File: src/chd_pkg.sv
// Shared types and constants for the chunked body decoder.
package chd_pkg;

   localparam int SIZE_LINE_LIMIT_DEFAULT = 32;
   localparam int COUNT_WIDTH_DEFAULT     = 32;

   localparam int LIMIT_WIDTH = 26;
   localparam logic [LIMIT_WIDTH-1:0] MAX_OUTPUT_RESET = 26'd33554431;

   localparam int CSR_DATA_WIDTH = 32;
   localparam int CSR_ADDR_WIDTH = 3;
   localparam logic CSR_IDX_MAX_OUTPUT = 1'b0;

   localparam int QUEUE_DEPTH = 4;
   localparam int QUEUE_PTR_WIDTH = $clog2(QUEUE_DEPTH);
   localparam int QUEUE_CNT_WIDTH = $clog2(QUEUE_DEPTH + 1);

   typedef enum logic [2:0] {
      ST_DATA       = 3'd0,
      ST_ZERO_CHUNK = 3'd1,
      ST_EARLY_END  = 3'd2,
      ST_LINE_LONG  = 3'd3,
      ST_TOO_LARGE  = 3'd4
   } status_type;

   typedef enum logic [4:0] {
      PH_SIZE      = 5'b00001,
      PH_DATA      = 5'b00010,
      PH_SKIP      = 5'b00100,
      PH_DONE      = 5'b01000,
      PH_SIZE_ZERO = 5'b10000
   } phase_type;

   typedef enum logic [3:0] {
      SUB_WS     = 4'b0001,
      SUB_SIGN   = 4'b0010,
      SUB_DIGITS = 4'b0100,
      SUB_IGNORE = 4'b1000
   } sub_phase_type;

   typedef struct packed {
      logic [7:0] out_byte;
      status_type status;
      logic       last_of_run;
   } result_type;

   // Up to two results produced by one input byte, in delivery order.
   typedef struct packed {
      logic [1:0] count;
      result_type first;
      result_type second;
   } result_pair_type;

endpackage

File: src/chd_parse.sv
// Per-byte chunk parser: body state registers and the next-state logic.
module chd_parse
   import chd_pkg::*;
#(
   parameter int SIZE_LINE_LIMIT = SIZE_LINE_LIMIT_DEFAULT,
   parameter int COUNT_WIDTH     = COUNT_WIDTH_DEFAULT
) (
   input  logic                   clock,
   input  logic                   reset,
   input  logic                   fire,
   input  logic [7:0]             data_byte,
   input  logic                   end_of_body,
   input  logic [LIMIT_WIDTH-1:0] max_output_bytes,
   output result_pair_type        results
);

   localparam int LINE_WIDTH = $clog2(SIZE_LINE_LIMIT + 1);
   localparam logic [LINE_WIDTH-1:0] LINE_LIMIT = LINE_WIDTH'(SIZE_LINE_LIMIT);
   localparam logic [7:0] CH_NEWLINE = 8'h0A;

   phase_type               phase_ff, phase_in;
   sub_phase_type           sub_ff, sub_in;
   logic [COUNT_WIDTH-1:0]  chunk_ff, chunk_in;
   logic                    minus_ff, minus_in;
   logic [LINE_WIDTH-1:0]   line_ff, line_in;
   logic [LIMIT_WIDTH-1:0]  outcnt_ff, outcnt_in;

   logic                    is_newline;
   logic                    is_space;
   logic                    is_sign;
   logic                    is_x;
   logic                    hex_ok;
   logic [3:0]              hex_val;
   logic [COUNT_WIDTH-1:0]  digit_add;
   logic [COUNT_WIDTH-1:0]  line_count_value;
   logic                    start_number;
   logic                    data_out;
   logic                    has_fin;
   status_type              fin;

   always_comb begin
      hex_ok  = 1'b1;
      hex_val = 4'd0;
      if (data_byte >= "0" && data_byte <= "9") begin
         hex_val = 4'(data_byte - "0");
      end else if (data_byte >= "a" && data_byte <= "f") begin
         hex_val = 4'(data_byte - "a" + 8'd10);
      end else if (data_byte >= "A" && data_byte <= "F") begin
         hex_val = 4'(data_byte - "A" + 8'd10);
      end else begin
         hex_ok = 1'b0;
      end
   end

   assign is_newline = (data_byte == CH_NEWLINE);
   assign is_space   = (data_byte == 8'h20) || (data_byte == 8'h09) || (data_byte == 8'h0B)
                    || (data_byte == 8'h0C) || (data_byte == 8'h0D);
   assign is_sign    = (data_byte == "+") || (data_byte == "-");
   assign is_x       = (data_byte == "x") || (data_byte == "X");

   // A digit that would push bits out of the top saturates the count.
   assign digit_add = (chunk_ff[COUNT_WIDTH-1 -: 4] != 4'd0) ? '1
                    : {chunk_ff[COUNT_WIDTH-5:0], hex_val};

   // A minus sign turns any nonzero count into the largest one.
   assign line_count_value = (minus_ff && chunk_ff != '0) ? '1 : chunk_ff;

   always_comb begin
      phase_in     = phase_ff;
      sub_in       = sub_ff;
      chunk_in     = chunk_ff;
      minus_in     = minus_ff;
      line_in      = line_ff;
      outcnt_in    = outcnt_ff;
      start_number = 1'b0;
      data_out     = 1'b0;
      has_fin      = 1'b0;
      fin          = ST_DATA;

      unique case (phase_ff)
         PH_SIZE, PH_SIZE_ZERO: begin
            if (is_newline) begin
               if (line_ff >= LINE_LIMIT) begin
                  has_fin = 1'b1;
                  fin     = ST_LINE_LONG;
               end else if (line_count_value == '0) begin
                  has_fin = 1'b1;
                  fin     = ST_ZERO_CHUNK;
               end else begin
                  chunk_in = line_count_value;
                  phase_in = PH_DATA;
               end
            end else begin
               if (line_ff < LINE_LIMIT) begin
                  line_in = line_ff + 1'b1;
               end
               if (phase_ff == PH_SIZE_ZERO) begin
                  // The byte after a lone leading zero may be the x of a prefix.
                  phase_in = PH_SIZE;
                  if (is_x) begin
                     sub_in = SUB_DIGITS;
                  end else if (hex_ok) begin
                     chunk_in = digit_add;
                     sub_in   = SUB_DIGITS;
                  end else begin
                     sub_in = SUB_IGNORE;
                  end
               end else begin
                  case (sub_ff)
                     SUB_WS: begin
                        if (is_sign) begin
                           minus_in = (data_byte == "-");
                           sub_in   = SUB_SIGN;
                        end else if (!is_space) begin
                           start_number = 1'b1;
                        end
                     end
                     SUB_SIGN: begin
                        start_number = 1'b1;
                     end
                     SUB_DIGITS: begin
                        if (hex_ok) begin
                           chunk_in = digit_add;
                        end else begin
                           sub_in = SUB_IGNORE;
                        end
                     end
                     default: begin
                     end
                  endcase
                  if (start_number) begin
                     if (data_byte == "0") begin
                        phase_in = PH_SIZE_ZERO;
                        sub_in   = SUB_DIGITS;
                     end else if (hex_ok) begin
                        chunk_in = digit_add;
                        sub_in   = SUB_DIGITS;
                     end else begin
                        sub_in = SUB_IGNORE;
                     end
                  end
               end
            end
         end
         PH_DATA: begin
            if (outcnt_ff >= max_output_bytes) begin
               has_fin = 1'b1;
               fin     = ST_TOO_LARGE;
            end else begin
               data_out  = 1'b1;
               outcnt_in = outcnt_ff + 1'b1;
               chunk_in  = chunk_ff - 1'b1;
               if (chunk_ff == COUNT_WIDTH'(1)) begin
                  phase_in = PH_SKIP;
               end
            end
         end
         PH_SKIP: begin
            if (is_newline) begin
               phase_in = PH_SIZE;
               sub_in   = SUB_WS;
               chunk_in = '0;
               minus_in = 1'b0;
               line_in  = '0;
            end
         end
         PH_DONE: begin
         end
         default: begin
         end
      endcase

      if (has_fin) begin
         phase_in = PH_DONE;
      end else if (end_of_body && phase_in != PH_DONE) begin
         has_fin = 1'b1;
         fin     = ST_EARLY_END;
      end

      if (end_of_body) begin
         phase_in  = PH_SIZE;
         sub_in    = SUB_WS;
         chunk_in  = '0;
         minus_in  = 1'b0;
         line_in   = '0;
         outcnt_in = '0;
      end
   end

   always_comb begin
      results.count              = {1'b0, data_out} + {1'b0, has_fin};
      results.second.out_byte    = 8'd0;
      results.second.status      = fin;
      results.second.last_of_run = 1'b1;
      if (data_out) begin
         results.first.out_byte    = data_byte;
         results.first.status      = ST_DATA;
         results.first.last_of_run = !has_fin;
      end else begin
         results.first = results.second;
      end
   end

   always_ff @(posedge clock) begin
      if (reset) begin
         phase_ff  <= PH_SIZE;
         sub_ff    <= SUB_WS;
         chunk_ff  <= '0;
         minus_ff  <= 1'b0;
         line_ff   <= '0;
         outcnt_ff <= '0;
      end else if (fire) begin
         phase_ff  <= phase_in;
         sub_ff    <= sub_in;
         chunk_ff  <= chunk_in;
         minus_ff  <= minus_in;
         line_ff   <= line_in;
         outcnt_ff <= outcnt_in;
      end
   end

endmodule

File: src/chd_rsp_queue.sv
// Result queue that takes up to two results per cycle and delivers one whenever the consumer is ready.
module chd_rsp_queue
   import chd_pkg::*;
(
   input  logic            clock,
   input  logic            reset,
   input  logic            push,
   input  result_pair_type push_data,
   output logic            has_room,
   output logic            rsp_valid,
   input  logic            rsp_ready,
   output result_type      rsp_data
);

   result_type                  mem_ff [QUEUE_DEPTH];
   logic [QUEUE_PTR_WIDTH-1:0]  wr_ff, wr_in;
   logic [QUEUE_PTR_WIDTH-1:0]  rd_ff, rd_in;
   logic [QUEUE_CNT_WIDTH-1:0]  cnt_ff, cnt_in;
   logic [1:0]                  push_n;
   logic                        pop;

   assign push_n    = push ? push_data.count : 2'd0;
   assign pop       = rsp_valid && rsp_ready;
   assign rsp_valid = (cnt_ff != '0);
   assign rsp_data  = mem_ff[rd_ff];
   // Room for the two results a single byte can cause.
   assign has_room  = (cnt_ff <= QUEUE_CNT_WIDTH'(QUEUE_DEPTH - 2));

   assign wr_in  = wr_ff + QUEUE_PTR_WIDTH'(push_n);
   assign rd_in  = rd_ff + QUEUE_PTR_WIDTH'(pop);
   assign cnt_in = cnt_ff + QUEUE_CNT_WIDTH'(push_n) - QUEUE_CNT_WIDTH'(pop);

   always_ff @(posedge clock) begin
      if (push_n != 2'd0) begin
         mem_ff[wr_ff] <= push_data.first;
      end
      if (push_n == 2'd2) begin
         mem_ff[wr_ff + 1'b1] <= push_data.second;
      end
   end

   always_ff @(posedge clock) begin
      if (reset) begin
         wr_ff  <= '0;
         rd_ff  <= '0;
         cnt_ff <= '0;
      end else begin
         wr_ff  <= wr_in;
         rd_ff  <= rd_in;
         cnt_ff <= cnt_in;
      end
   end

endmodule

File: src/http_chunked_body_decoder.sv
// The results of an accepted byte are written into the result queue at acceptance and offered after earlier results.
// One byte per cycle while ready is high; the parser state updates in the accepting cycle.
// A byte that causes two results delivers them one at a time; a four-entry result queue
// absorbs them and ready drops only when fewer than two entries are free.
// Reset (synchronous) clears the body state and the queue, and sets the output limit
// register to 33554431.
module http_chunked_body_decoder
   import chd_pkg::*;
#(
   parameter int SIZE_LINE_LIMIT = SIZE_LINE_LIMIT_DEFAULT,
   parameter int COUNT_WIDTH     = COUNT_WIDTH_DEFAULT
) (
   input  logic                      clock,
   input  logic                      reset,
   input  logic                      req_valid,
   output logic                      req_ready,
   input  logic [7:0]                req_data_byte,
   input  logic                      req_end_of_body,
   output logic                      rsp_valid,
   input  logic                      rsp_ready,
   output logic [7:0]                rsp_out_byte,
   output logic [2:0]                rsp_status,
   output logic                      rsp_last_of_run,
   input  logic                      psel,
   input  logic                      penable,
   input  logic                      pwrite,
   input  logic [CSR_ADDR_WIDTH-1:0] paddr,
   input  logic [CSR_DATA_WIDTH-1:0] pwdata,
   output logic [CSR_DATA_WIDTH-1:0] prdata,
   output logic                      pready
);

   logic [LIMIT_WIDTH-1:0] max_out_ff;
   logic                   csr_index;
   logic                   fire;
   result_pair_type        results;
   result_type             rsp_data;

   assign pready    = 1'b1;
   assign csr_index = paddr[CSR_ADDR_WIDTH-1];
   assign prdata    = (csr_index == CSR_IDX_MAX_OUTPUT)
                    ? CSR_DATA_WIDTH'(max_out_ff) : '0;

   always_ff @(posedge clock) begin
      if (reset) begin
         max_out_ff <= MAX_OUTPUT_RESET;
      end else if (psel && penable && pwrite && pready
                   && csr_index == CSR_IDX_MAX_OUTPUT) begin
         max_out_ff <= pwdata[LIMIT_WIDTH-1:0];
      end
   end

   assign fire = req_valid && req_ready;

   chd_parse #(
      .SIZE_LINE_LIMIT(SIZE_LINE_LIMIT),
      .COUNT_WIDTH(COUNT_WIDTH)
   ) u_parse (
      .clock(clock),
      .reset(reset),
      .fire(fire),
      .data_byte(req_data_byte),
      .end_of_body(req_end_of_body),
      .max_output_bytes(max_out_ff),
      .results(results)
   );

   chd_rsp_queue u_queue (
      .clock(clock),
      .reset(reset),
      .push(fire),
      .push_data(results),
      .has_room(req_ready),
      .rsp_valid(rsp_valid),
      .rsp_ready(rsp_ready),
      .rsp_data(rsp_data)
   );

   assign rsp_out_byte    = rsp_data.out_byte;
   assign rsp_status      = rsp_data.status;
   assign rsp_last_of_run = rsp_data.last_of_run;

endmodule

File: config.mk
export PLATFORM = sky130hd
export DESIGN_NAME = http_chunked_body_decoder
export DESIGN_NICKNAME = d
export VERILOG_FILES = /design/src/chd_pkg.sv /design/src/chd_parse.sv /design/src/chd_rsp_queue.sv /design/src/http_chunked_body_decoder.sv
export SDC_FILE = /design/constraint.sdc
export NUM_CORES = 1
export LEC_CHECK = 0
export CAP_MARGIN = 20
export CORE_AREA = 2 2 139 141
export CTS_BUF_LIST = sky130_fd_sc_hd__clkbuf_4 sky130_fd_sc_hd__clkbuf_8
export DETAILED_ROUTE_END_ITERATION = 16
export DIE_AREA = 0 0 141 143
export DONT_BUFFER_PORTS = 1
export PLACE_DENSITY = 0.67
export SLEW_MARGIN = 10
export SYNTH_ARGS = -nofsm -noshare
export SYNTH_HDL_FRONTEND = slang
export SYNTH_SLANG_ARGS = --single-unit
File: constraint.sdc
create_clock -name clock -period 6 [get_ports clock]
set_clock_uncertainty 0.2 [all_clocks]
set_input_delay 0.9 -clock clock [delete_from_list [all_inputs] [get_ports clock]]
set_output_delay 0.9 -clock clock [all_outputs]
set_load 0.01 [all_outputs]
# After elaboration in Yosys (flattened, before gate mapping)
# Memory sizes are Yosys's and may differ from the RTL's. A register that Yosys moved wholly into a read port is not among the register bits.
# Index checks and enable logic that the tools add are counted.
[word_totals] n_memories=1 word_cells=193 output_inout_bits=47 inputBits=51 ff_bits=107 ram_bits=48
[classes] n_eq_ne=35 n_reduce_logical=31 bitwise=1 magnitude_cmp=10 mux=91 n_addsub=14
[memory_table] name="u_queue.mem_ff" depth=4 word_bits=12 rd=1 rd_clocked_by_memory_dff=1 wr=2 line="chd_rsp_queue.sv:15" rtl="result_type mem_ff [QUEUE_DEPTH];"
[ops] operator="two-way mux 32 bit" n=15
[ops] operator="two-way mux 26 bit" n=4
[ops] operator="one-hot mux 32 bit (3 select lines)" n=1
[ops] operator="two-way mux 5 bit" n=11
[ops] operator="two-way mux 4 bit" n=13
[ops] operator="== test 8 x 4 -> 1 bit (second input constant)" n=5
[ops] operator="== test 32 x 1 -> 1 bit (second input constant)" n=1
[ops] operator="== test 8 x 6 -> 1 bit (second input constant)" n=4
[ops] operator="logical NOT 32 bit" n=1
[ops] operator="nonzero test 32 bit" n=1
[ops] operator="subtractor 32 x 1 -> 32 bit (second input constant)" n=1
[ops] operator="two-way mux 1 bit" n=27
[ops] operator="adder 26 x 1 -> 26 bit (second input constant)" n=1
[ops] operator="greater-or-equal comparator 26 bit" n=1
[ops] operator="two-way mux 6 bit" n=4
[ops] operator="AND reduction 7 bit" n=3
[ops] operator="== test 8 x 7 -> 1 bit (second input constant)" n=2
[ops] operator="greater-or-equal comparator 8 x 7 -> 1 bit (second input constant)" n=2
[ops] operator="less-or-equal comparator 8 x 7 -> 1 bit (second input constant)" n=2
[ops] operator="one-hot mux 4 bit (2 select lines)" n=2
[ops] operator="two-way mux 3 bit" n=5
[ops] operator="one-hot mux 5 bit (3 select lines)" n=1
[ops] operator="two-way mux 12 bit" n=1
[ops] operator="!= test 3 bit (second input constant)" n=4
[ops] operator="43 further kinds" n=70

# Logic depth before layout (Yosys ltp)
# Gate-level depths: netlist of run 1.
[depth] word_depth=24 ltp_mapped=18 depth_no_buf=16

# Hierarchy
# A second synthesis of run 1 with hierarchy kept.
[unflattened] hier_cells=1080 area_unflattened_um2=9922.0
[modules_own_cells] mod="chd_parse" instances=1 cells_each=757 seq_area_each_um2=1481.4 area_each_um2=5786.8
[modules_own_cells] mod="chd_rsp_queue" instances=1 cells_each=171 seq_area_each_um2=1581.5 area_each_um2=2819.0
[modules_own_cells] mod="http_chunked_body_decoder" instances=1 cells_each=152 seq_area_each_um2=520.5 area_each_um2=1316.3

# Least setup slack after synthesis of run 1
# Ideal clock, no wire load.
[synth_path] path_type="in2reg" start="input req_data_byte[0]" end="memory u_queue.mem_ff[1][2] in the netlist's numbering (data pin)" t_arrival_ns=4.177 required_time_ns=5.535 n_path_buf=3 slack_ns=1.358 setup_time_ns=0.265 cell_stages=18 cell_sequence="clkbuf_1 -> inv_1 -> ha_1 -> or3b_2 -> nor4_1 -> nand4_1 -> and2_1 -> o21a_1 -> o2111ai_1 -> ha_1 -> clkbuf_1 -> mux2_2 -> nand2_1 -> or2_2 -> clkbuf_1 -> inv_1 -> o21ai_0 -> nor2_1"
[synth_lines] element="start: declaration" line="http_chunked_body_decoder.sv:17" rtl="input logic [7:0] req_data_byte,"
[synth_lines] element="end: declaration" line="chd_rsp_queue.sv:15"

==> run summary, run 1 <==
Worst Hold Class: register to register
CP Max Fanout: 10
Max VDD drop: 0.000177 V
Port Buffers: 0
Post-DRT Antenna Nets: 0
PwrDens: 270 nW/µm²
CTS resizes: 0
Starting Density: 49.8%
r2r worst-path depth: 13
WP data arrival: 4780 ps
antenna violations before repair: 0
Yosys top cell area share: 31.0%
Slew headroom: 30.0%
final hold vios: 0
clk sinks: 155
Tmin final: 4780 ps
Yosys top cell by area: dfxtp_1
first-pass GRT wire length: 38300 µm
die height: 143 µm
CTS tree: built
Setup TNS Final: 0 ps
startpoint types: register
CTS HTree Levels: 4
Final Max Slew Viols: 0
Inst Count DP: 1263
Ys Warns: 0
overall power: 2.59 mW
Seq/Total Area, Yosys: 34.9%
Synth area leaders: dfxtp_1 31%, ha_1 6.0%, nor2_1 4.0%
DP Area: 9220 µm²
vias in the first global route: 7404
Setup Viol. Count Final: 0
Min-Delay Path Depth: 2
Avg Vias per Cell: 6.28
DR pass1 iterations: 8
final worst-path cycle share: 79.6%
Starting DRT DRC Count: 715
# Post-CTS Setup Buffers: 0
drt total wl: 23000 µm
Core Area: 18600 µm²
most common cell after layout, fill and taps aside: dfxtp_1
Mapped Cells: 1090
RD Place Congestion: 0.883
Avg WL per Cell: 17.8 µm
cell leakage power: 3.76 nW
Mean Syn Cell Area: 8.48 µm²
fmax: 209 MHz
number of synthesized flops with an enable pin: 12
clock transition at the registers of the reported paths: 90 ps
FF+latch area: 3220 µm²
fin area: 9620 µm²
Tightest Pin Transition: 1040 ps
io pins: 98
fillcell total: 1753
outcome: finished clean
area of the multi-input gates: 5420 µm²
# Max-Cap Violations: 0
gr usage total: 23.3%
CTS Hold Bufs: 0
Root Buffer: clkbuf_8
Final HPWL DP: 16000 µm
fin cells: 1296
antenna cells: 0
commonest cells after routing, fill and taps aside: 143 x dfxtp_1, 99 x nor2_1, 96 x nand2_1
Post-synth ARST share: 0%
DIE WIDTH: 141 µm
die area: 20200 µm²
crit end category: register
nets@finish: 1145
remaining global-route overflow: 0
Post-route DRC: 0
share of layout cells above drive strength 1: 8.38%
Yosys reg bits: 155
# rows: 50
Crit Path Class: register to register
largest net degree at the start of global routing: 51
Num CTS Buffers: 17
via count: 8137
clk_lat worst skew: 470 ps
clk buf depth: 2
Main synth FF type: dfxtp_1
Critical Path RT: 6010 ps
Synth cell types: 89
RSZ-0062 raised after global routing: false
mapped cell area: 9250 µm²
area delta synth->final: 4.09%
==> metrics by stage <==
step / setup WS, ps / hold slack, ps / utilization (%)
after floorplan: 1360 / 236 / -
after global placement: 1170 / 241 / 49.6
after detailed placement: 1170 / 251 / 49.6
after CTS: 1230 / 251 / 51.8
after global routing: 956 / 266 / 51.8
final: 1220 / 265 / 51.8
==> cell type report <==
class	instances	share of cell area, %
Clock buffer	17	2.43
Sequential cell	155	33.5
Tap cell	234	3.04
Multi-Input combinational cell	809	56.4
Clock inverter	15	1.70
Inverter	55	2.15
Timing Repair Buffer	11	0.832
==> state kept, by name, summed over array words and instances, names as in the netlist, 2 cells and up <==
signal and cells:
u_parse.chunk_ff 32, u_parse.sub_ff 4, u_queue.wr_ff 2, u_parse.phase_ff 5, u_parse.outcnt_ff 26, u_parse.line_ff 6
max_out_ff 26, u_queue.rd_ff 2, u_queue.cnt_ff 3, u_queue.mem_ff 48
==> cells in the mapped netlist, types with 7 or more instances <==
| cell type | n |
|---|---|
| nand4_1 | 15 |
| dfxtp_1 | 143 |
| inv_1 | 54 |
| nand2b_1 | 9 |
| o31ai_1 | 13 |
| a32o_1 | 16 |
| a211oi_1 | 10 |
| o21a_1 | 8 |
| a21oi_1 | 57 |
| nor2_1 | 99 |
| buf_4 | 10 |
| o22ai_1 | 13 |
| nor3_1 | 43 |
| nand3_1 | 30 |
| o21ai_1 | 7 |
| nand2_1 | 96 |
| nor4_1 | 23 |
| a22o_1 | 34 |
| o221ai_1 | 14 |
| mux4_2 | 12 |
| buf_2 | 8 |
| or4_1 | 10 |
| edfxtp_1 | 12 |
| ha_1 | 44 |
| o21ai_0 | 59 |
| xnor2_1 | 18 |
| a211o_1 | 7 |
| buf_1 | 7 |
| clkbuf_1 | 41 |
| or3_1 | 23 |
| o211ai_1 | 28 |
==> metal layers <==
layer,wire (µm),vias up,part of all wire (%),global-route usage [%]
li1,-,3985,-,-
met1,10800,3827,47,32.1
met2,10500,287,45,37.3
met3,1370,38,6.0,4.63
met4,385,0,1.7,7.00
met5,0,-,0,0
==> cell families (layout without fill, tap and decap cells) <==
| family | Yosys count | count (layout) | share of synthesized area, % |
|---|---|---|---|
| other | 2 | 7 | 0.0812 |
| flip-flops | 155 | 155 | 34.9 |
| multiplexers | 18 | 18 | 3.60 |
| AO/OA/AOI/OAI | 313 | 313 | 24.1 |
| adder cells (fa/ha/maj) | 45 | 45 | 6.17 |
| AND/OR/NAND/NOR | 403 | 403 | 22.3 |
| XOR/XNOR | 23 | 23 | 2.18 |
| buffers and inverters | 131 | 98 | 6.68 |
==> critical path: stages, from the launching register on <==
cell and delay [ps]:
dfxtp_1 410, or4_4 610, or4_4 560, nor4_4 340, nand2_1 150, nor3_1 160, o21a_1 170, o2111ai_1 180
ha_1 500, nor2_1 80, o21ai_1 660, inv_1 260, o21ai_0 180, nor2_1 60
==> power by group <==
part           total, mW  internal (mW)  switching (mW)
Combinational      0.626          0.242           0.385
Clock              0.806          0.377           0.429
Sequential          1.16           1.09          0.0705
Total               2.59           1.71           0.884
==> worst paths after layout <==
path,to,slack (ps),from
max,u_queue.mem_ff[0][2],1220,u_parse.chunk_ff[23]
min,max_out_ff[25],260,max_out_ff[25]
max reg2reg,u_queue.mem_ff[0][2],1220,u_parse.chunk_ff[23]
min reg2reg,max_out_ff[25],260,max_out_ff[25]
(Power assumes the default switching activity.)
==> run 2, diff against run 1 <==
--- a/config.mk
+++ b/config.mk
@@ -5,13 +5,14 @@
 export SDC_FILE = /design/constraint.sdc
 export NUM_CORES = 1
 export LEC_CHECK = 0
+export ABC_AREA = 1
 export CAP_MARGIN = 20
-export CORE_AREA = 2 2 139 141
+export CORE_AREA = 2 2 144 146
 export CTS_BUF_LIST = sky130_fd_sc_hd__clkbuf_4 sky130_fd_sc_hd__clkbuf_8
 export DETAILED_ROUTE_END_ITERATION = 16
-export DIE_AREA = 0 0 141 143
+export DIE_AREA = 0 0 146 148
 export DONT_BUFFER_PORTS = 1
-export PLACE_DENSITY = 0.67
+export PLACE_DENSITY = 0.66
 export SLEW_MARGIN = 10
 export SYNTH_ARGS = -nofsm -noshare
 export SYNTH_HDL_FRONTEND = slang
==> constraint.sdc (replaced) <==
create_clock -name clock -period 4.7 [get_ports clock]
set_clock_uncertainty 0.2 [all_clocks]
set_input_delay 0.705 -clock clock [delete_from_list [all_inputs] [get_ports clock]]
set_output_delay 0.705 -clock clock [all_outputs]
set_load 0.01 [all_outputs]
==> run summary, run 2 <==
fin area: 10500 µm² (+9.0%)
DP Area: 10100 µm² (+9.2%)
cell leakage power: 4.47 nW (+19%)
Crit Path Class: register to register
most common cell after layout, fill and taps aside: nand2_1
Yosys top cell area share: 28.9% (-2.0 points)
top flop regs: u_queue.mem_ff x48, u_parse.chunk_ff x32
# Max-Cap Violations: 0 (unchanged)
DR pass1 iterations: 5 (-3)
Ys Warns: 0 (unchanged)
Slew headroom: 32.8% (+2.7 points)
Seq/Total Area, Yosys: 32.5% (-2.3 points)
die height: 148 µm (+3.5%)
internal power: 2.18 mW (+28%)
Reg-to-Reg End: u_queue.mem_ff[1][4]
CTS HTree Levels: 4 (unchanged)
Worst Hold Class: input pin to register
Max VDD drop: 0.000181 V (+2.2%)
Sw Ratio: 37.4% (+3.3 points)
crit end category: register
first-pass GRT wire length: 42600 µm (+11%)
mapped cell area: 9900 µm² (+7.1%)
Mean Syn Cell Area: 6.58 µm² (-22%)
Final HPWL DP: 18800 µm (+18%)
outcome: finished clean
Tmin final: 4280 ps (-498 ps)
Starting DRT DRC Count: 701 (-2.0%)
Inst Count DP: 1738 (+38%)
r2r worst-path depth: 22 (+9)
Yosys top cell by area: dfxtp_1
WP data arrival: 4430 ps (-350 ps)
Setup TNS Final: 0 ps (unchanged)
Avg WL per Cell: 14.6 µm (-18%)
Biggest register: u_queue.mem_ff
final hold vios: 0 (unchanged)
synth cell count leaders: 323 x nand2_1, 202 x nor2_1, 160 x inv_1
final worst-path cycle share: 91.1% (+11 points)
Port Buffers: 0 (unchanged)
remaining global-route overflow: 0 (unchanged)
CTS resizes: 0 (unchanged)
Setup Viol. Count Final: 0 (unchanged)
CTS tree: built
io pins: 98 (unchanged)
CTS Hold Bufs: 0 (unchanged)
clock transition at the registers of the reported paths: 100 ps (about the same)
startpoint types: register
Avg Vias per Cell: 5.44 (-13%)
CP Max Fanout: 9 (-1)
clk sinks: 155 (unchanged)
clk buf depth: 2 (unchanged)
Top delay family on crit path: simple AND/OR/NAND/NOR gates
NetSw: 1.30 mW (+47%)
critical path depth: 22 (+9)
# Post-CTS Setup Buffers: 0 (unchanged)
antenna violations before repair: 0 (unchanged)
fin cells: 1770 (+37%)
Final Max Slew Viols: 0 (unchanged)
via count: 9632 (+18%)
nets@finish: 1583 (+38%)
R2R Setup Slk: 420 ps (-800 ps)
Critical Path RT: 4850 ps (-1160 ps)
Yosys reg bits: 155 (unchanged)
Synth cell types: 56 (-37%)
logic gate share of total power: 27.6% (+3.5 points)
Root Buffer: clkbuf_8
gr usage total: 23.7% (+0.42 points)
Seq pwr share: 41.4% (-3.4 points)
RSZ-0062 raised after global routing: false
crit-path cells: ha_1, a21oi_1, o21a_1, nand2_1, nand2_1, nand2_1, nor2_1, nand2_1, nand2_1, nand2_1, inv_1, nand2_1, ha_1, inv_1, nor2_1, nor2_1, nor3_1, inv_1, nand2_1, clkinv_1, nand2_1, o21ai_0
Synth area leaders: dfxtp_1 29%, nand2_1 12%, nor2_1 7.7%
Num CTS Buffers: 17 (unchanged)
share of layout cells above drive strength 1: 6.47% (-1.9 points)
most used cell, CP: nand2_1
fillcell total: 2041 (+16%)
Tightest Pin Transition: 1010 ps (-34.3 ps)
max incr delay on CP: 530 ps (-130 ps)
Core Area: 20000 µm² (+7.9%)
fmax: 234 MHz (+12%)
area delta synth->final: 5.90%
r2r startpoint: u_parse.outcnt_ff[15]
largest net degree at the start of global routing: 54 (+5.9%)
max reg flops: 48 (unchanged)
vias in the first global route: 8584 (+16%)
CP startpoint: u_parse.outcnt_ff[15]
# rows: 52 (+4.0%)
CP Buf/Inv Count: 4 (+3)
Mapped Cells: 1505 (+38%)
Post-route DRC: 0 (unchanged)
clock share of power: 31.0% (about the same)
CP max-delay cell: dfxtp_1
Starting Density: 49.4% (-0.35 points)
DIE WIDTH: 146 µm (+3.5%)
overall power: 3.48 mW (+34%)
Worst Setup EP: u_queue.mem_ff[1][4]
drt total wl: 25900 µm (+12%)
Main synth FF type: dfxtp_1
number of synthesized flops with an enable pin: 12 (unchanged)
PwrDens: 332 nW/µm² (+23%)
clk_lat worst skew: 460 ps (about the same)
Post-DRT Antenna Nets: 0 (unchanged)
die area: 21600 µm² (+7.2%)
commonest cells after routing, fill and taps aside: 323 x nand2_1, 201 x nor2_1, 160 x inv_1
RD Place Congestion: 0.907 (+2.8%)
top-count cell post-synth: nand2_1
Post-synth ARST share: 0% (unchanged)
antenna cells: 0 (unchanged)
-- run 2: changes by cell type in the layout (fill, tap and decap cells not counted), moves of 11 or more --
cell      delta
nor2_1     +102
a21oi_1     +61
nand3_1     +56
a22o_1      -34
nand2_1    +227
or3_1       -23
xnor2_1     -13
inv_1      +106
nor4_1      -16
o31ai_1     -11
o221ai_1    -14
mux4_2      -12
o21ai_0     +72
a32o_1      -16
-- run 2: power by group through the flow --
stage	clock network, mW	logic, mW	registers (mW)
5_1_grt	1.16	1.10	1.45
3_3_place_gp	0	0.947	1.47
3_5_place_dp	0	0.957	1.47
4_1_cts	1.10	0.963	1.44
6_report	1.08	0.962	1.44
2_1_floorplan	0	0.796	1.46
-- run 2: worst min-delay path by stage --
stage	from	to	slack [ps]	cells past startpoint
2_1_floorplan	u_queue.mem_ff[1][10]	u_queue.mem_ff[1][10]	220	2
3_5_place_dp	u_queue.mem_ff[2][11]	u_queue.mem_ff[2][11]	240	2
4_1_cts	reset	u_parse.chunk_ff[10]	90	1
6_report	reset	u_parse.chunk_ff[17]	110	1
5_1_grt	reset	u_parse.chunk_ff[9]	90	1
3_3_place_gp	u_queue.mem_ff[1][11]	u_queue.mem_ff[1][11]	230	2
-- run 2: cell families after synthesis --
group / synth area share [%]
AO/OA/AOI/OAI: 18.6
XOR/XNOR: 1.50
adder cells (fa/ha/maj): 5.76
buffers and inverters: 9.74
flip-flops: 32.6
other: 0.0758
AND/OR/NAND/NOR: 31.8
-- run 2: layout make-up --
| cell class | count | area, µm² | area share, % |
|---|---|---|---|
| multi-input combinational | 1125 | 5750 | 54.8 |
| timing repair buffer | 14 | 105 | 1.00 |
| tap | 270 | 338 | 3.22 |
| clock inverter | 14 | 168 | 1.60 |
| sequential | 155 | 3220 | 30.7 |
| inverter | 174 | 659 | 6.29 |
| clock buffer | 18 | 248 | 2.36 |
-- run 2: metrics by stage --
step                setup slack [ps]  hold WS (ps)  utilization, %
CTS                              441          86.8            52.3
finish                           420           112            52.3
floorplan                        851           223               -
detailed placement               241           240            50.3
global route                    7.36          85.5            52.3
global placement                 293           235            50.3
-- run 2: metal layers --
layer / part of all wire [%] / GRT usage, %
met1: 47 / 32.8
met2: 46 / 38.8
met3: 6.0 / 3.43
met5: 0 / 0
met4: 1.1 / 6.89
